--- src/sv/cdq_pkg.sv ---
// Shared constants, types and codes for the circular deque block.
`timescale 1ns / 1ps

package cdq_pkg;

   localparam int DEPTH = 128;
   localparam int IDX_W = $clog2(DEPTH);
   localparam int CNT_W = $clog2(DEPTH + 1);
   localparam int DATA_W = 32;
   localparam int OCC_W = 8;

   localparam logic [2:0] OP_PUSH_FRONT = 3'd0;
   localparam logic [2:0] OP_PUSH_BACK  = 3'd1;
   localparam logic [2:0] OP_POP_FRONT  = 3'd2;
   localparam logic [2:0] OP_POP_BACK   = 3'd3;
   localparam logic [2:0] OP_PEEK_FRONT = 3'd4;
   localparam logic [2:0] OP_PEEK_BACK  = 3'd5;

   localparam logic [1:0] ST_DONE  = 2'd0;
   localparam logic [1:0] ST_FULL  = 2'd1;
   localparam logic [1:0] ST_EMPTY = 2'd2;

   typedef struct packed {
      logic [2:0]               operation;
      logic signed [DATA_W-1:0] value;
   } req_type;

   typedef struct packed {
      logic signed [DATA_W-1:0] data_out;
      logic [1:0]               status;
      logic [OCC_W-1:0]         occupancy;
      logic                     is_empty;
      logic                     is_full;
   } rsp_type;

   typedef enum logic [1:0] {
      CTRL_IDLE,
      CTRL_EXEC,
      CTRL_DONE
   } ctrl_state_type;

   typedef struct packed {
      logic load_req;
      logic exec;
      logic load_out;
   } cdq_cmd_type;

   typedef struct packed {
      logic out_free;
   } cdq_sts_type;

endpackage

--- src/sv/cdq_ctrl.sv ---
// Controller state machine sequencing accept, execute and result load.
`timescale 1ns / 1ps

module cdq_ctrl import cdq_pkg::*; (
   input  logic        clock,
   input  logic        reset,
   input  logic        req_valid,
   output logic        req_stall,
   input  cdq_sts_type sts,
   output cdq_cmd_type cmd
);

   ctrl_state_type state_ff;
   ctrl_state_type state_in;

   always_ff @(posedge clock) begin
      if (reset) begin
         state_ff <= CTRL_IDLE;
      end else begin
         state_ff <= state_in;
      end
   end

   always_comb begin
      state_in = state_ff;
      req_stall = 1'b1;
      cmd = '0;
      unique case (state_ff)
         CTRL_IDLE: begin
            req_stall = 1'b0;
            if (req_valid) begin
               cmd.load_req = 1'b1;
               state_in = CTRL_EXEC;
            end
         end
         CTRL_EXEC: begin
            cmd.exec = 1'b1;
            state_in = CTRL_DONE;
         end
         CTRL_DONE: begin
            if (sts.out_free) begin
               cmd.load_out = 1'b1;
               req_stall = 1'b0;
               if (req_valid) begin
                  cmd.load_req = 1'b1;
                  state_in = CTRL_EXEC;
               end else begin
                  state_in = CTRL_IDLE;
               end
            end
         end
         default: begin
            state_in = CTRL_IDLE;
         end
      endcase
   end

endmodule

--- config.mk ---
export PLATFORM = sky130hd
export DESIGN_NAME = cdq_ctrl
export DESIGN_NICKNAME = d
export VERILOG_FILES = /design/src/sv/cdq_pkg.sv /design/src/sv/cdq_ctrl.sv
export SDC_FILE = /design/constraint.sdc
export NUM_CORES = 1
export LEC_CHECK = 0
export BUFFER_PORTS_ARGS = -buffer_cell sky130_fd_sc_hd__buf_4
export CAP_MARGIN = 20
export CORE_AREA = 2 2 39 41
export CTS_CLUSTER_SIZE = 8
export DETAILED_ROUTE_END_ITERATION = 16
export DIE_AREA = 0 0 41 43
export GPL_ROUTABILITY_DRIVEN = 0
export PLACE_DENSITY = 0.3
export REMOVE_ABC_BUFFERS = 1
export SYNTH_ARGS = -nofsm -noshare
export SYNTH_HDL_FRONTEND = slang
export SYNTH_SLANG_ARGS = --single-unit
--- constraint.sdc ---
create_clock -name clock -period 1.2 [get_ports clock]
set_clock_uncertainty 0.15 [all_clocks]
set_input_delay 0 -clock clock [delete_from_list [all_inputs] [get_ports clock]]
set_output_delay 0 -clock clock [all_outputs]
set_load 0.01 [all_outputs]
==> flow_metrics.py <==
metrics = {
    "job": {
        "cap_violations": 0,
    },
    "synthesis": {
        "synthTopCellsByArea": "dfxtp_1, nor2b_4, nor3b_1",
        "ys_types": 8,
        "syn_inst": 11,
        "yosys.area.top_type": "dfxtp_1",
        "yosys.area.top_type_share_pct": 30.48,
        "synthAdderAreaFrac_pct": 0,
        "synthSimpleGateAreaFrac_pct": 56.19,
        "ys_ff_latch": 2,
        "synth_mux_area_share_pct": 0,
        "synth_compound_area_share_pct": 7.619,
        "avgSynthCellArea_um2": 11.94,
        "synth_top_family_by_area": "simple AND/OR/NAND/NOR gates",
        "netlist_area_um2": 131.4,
        "synth.yosys.warnings": 0,
        "ys_seq_area_share_pct": 30.48,
        "synthXorXnorAreaFrac_pct": 0,
    },
    "power_and_ir_drop": {
        "internal-power_w": 0.0002252,
        "netSwitchingFraction_pct": 21.64,
        "pwr-share-seq_pct": 26.3,
        "p_sw_w": 0.00006216,
        "power_frac_comb_pct": 22.8,
        "leakagePower_nw": 0.1282,
        "powerDensity_nw_per_um2": 1021,
        "ir_worst_vdd_uv": 388.7,
        "clock_power_share_pct": 50.9,
    },
    "setup_path": {
        "cp-end-kind": "output port",
        "crit_fanout": 3,
        "worstSetupPathType": "reg2out",
        "crit_required_ps": 1050,
        "cp-start-kind": "flip-flop",
        "arrival_ps": 1030,
    },
    "clock_tree": {
        "cts_tree": "yes",
        "clk_latency_ps": 220,
        "root_buffer": "clkbuf_4",
        "path_clk_slew_ps": 30,
        "cts-htree-levels": 1,
        "cts_inserted_buffers": 3,
        "cts_buffer_depth": 2,
        "clkSinkCount": 2,
    },
    "timing": {
        "clock.fmax_mhz": 845.0,
        "maxSlewViolCount": 0,
        "fin_hold_ws_ps": -0.09132,
        "worst_pin_slew_ps": 214.7,
        "timing.final.crit_period_ps": 1183,
        "hold_viol": 1,
        "fin_setup_tns_ps": 0,
        "period_share_pct": 98.62,
        "rsz0062_at_grt": "true",
        "relSlewSlack_pct": 85.67,
        "setup_viol": 0,
    },
    "final_layout": {
        "fin_cells": 40,
        "regMostFlops": "state_ff",
        "layout_common_cells": "buf_4, clkbuf_4, dlygate4sd3_1",
        "largest_reg_flops": 2,
        "drive_above_1_share_pct": 70.83,
        "n_antenna_cell": 0,
        "largestRegisters": "state_ff (2)",
        "syn2layout_area_growth_pct": 114.3,
        "final_common_cell": "buf_4",
        "fin_nets": 30,
    },
    "routing": {
        "ant_nets": 0,
        "routed_wl_um": 325,
        "dr.first_iter.drc_count": 2,
        "via_count": 120,
        "viasPerCell": 3.000,
        "drc_errors": 0,
        "post_drt_wl_per_cell_um": 8.125,
        "drt-pass1-iter-count": 2,
    },
    "floorplan": {
        "core_um2": 1384,
        "die_h_um": 43,
        "chipWidth_um": 41,
        "start_util_pct": 9.494,
        "ios": 8,
        "die_area_um2": 1763,
        "rows": 14,
    },
    "placed_design": {
        "place_hpwl_um": 218.1,
        "port-buffer-count": 7,
        "dp.cells": 33,
    },
    "grt": {
        "grt_overflow": 0,
        "grt_usage_pct": 4.605,
        "grt_pass1_vias": 114,
        "antenna_found_initial": 0,
        "grt_max_degree": 7,
        "grt_pass1_wl_um": 489,
    },
    "run_status": {
        "status": "finished, violations left",
        "violations": "negative hold slack",
    },
    "hold_path": {
        "worstHoldPathType": "in2reg",
    },
}
[what timing repair did]
action,in CTS,in global routing
pin swaps,0,0
hold endpoints to repair,2,1
buffers inserted,1,0
resized for setup,4,0
endpoints found under the setup margin,2,2
hold buffers,2,1
gates cloned,0,0
[cell usage after synthesis, drive strengths merged]
cell and n:
and3b 1, buf 1, dfxtp 2, nor2b 2, nor3b 2, nor4b 1, o21ba 1, or2 1
[kinds of logic after synthesis]
kind of cell / after synthesis
buffers and inverters: 1
AOI/OAI and AO/OA: 1
DFF: 2
and+or+nand+nor: 7
[cell type report]
class	instances	area, um2
tap	16	20.02
multi-input combinational	8	88.84
fill	151	1102
timing repair buffer	11	106.4
sequential	2	43.79
clock buffer	3	22.52
[power groups by stage]
stage          registers, W  logic (W)  clock network, W
2_1_floorplan     0.0000763  0.0000220                 0
3_3_place_gp      0.0000772  0.0000461                 0
3_5_place_dp      0.0000773  0.0000465                 0
4_1_cts           0.0000753  0.0000634          0.000158
5_1_grt           0.0000760  0.0000708          0.000167
6_report          0.0000755  0.0000655          0.000146
[final timing paths]
| path | depth (start not counted) | end | slack [ps] | startpoint |
|---|---|---|---|---|
| worst max-delay path | 3 | req_stall | 20 | state_ff[1]$_SDFFE_PP0P_ |
| worst min-delay path | 3 | state_ff[0]$_SDFFE_PP0P_ | -0.09 | sts |
| worst max register to register | 3 | state_ff[1]$_SDFFE_PP0P_ | 190 | state_ff[1]$_SDFFE_PP0P_ |
| worst min register to register | 1 | state_ff[0]$_SDFFE_PP0P_ | 400 | state_ff[0]$_SDFFE_PP0P_ |
[worst max-delay path: stages, from the launching register on]
cell	delay [ps]
dfxtp_4	340
nor2b_4	130
or2_1	220
buf_6	120
[through the flow]
stage          total power (W)  util [%]  cell area [um2]  setup WS (ps)  hold WS [ps]
2_1_floorplan       0.00009829         -            123.9          277.3        -75.81
3_3_place_gp         0.0001233     14.20            196.4          238.9         30.67
3_5_place_dp         0.0001238     14.20            196.4          226.1         31.67
4_1_cts              0.0002971     19.62            271.5          3.887        -31.29
5_1_grt              0.0003135     20.34            281.5         -10.82        -4.770
6_report             0.0002873     20.34            281.5          16.52      -0.09132
[routing by layer]
layer / vias up / track usage, % / part of all wire (%)
li1: 65 / - / -
met1: 47 / 5.414 / 55
met2: 8 / 4.375 / 31
met3: 0 / 3.141 / 14
met4: 0 / 6.000 / 0
met5: - / 0 / 0
(Power assumes the default switching activity.)
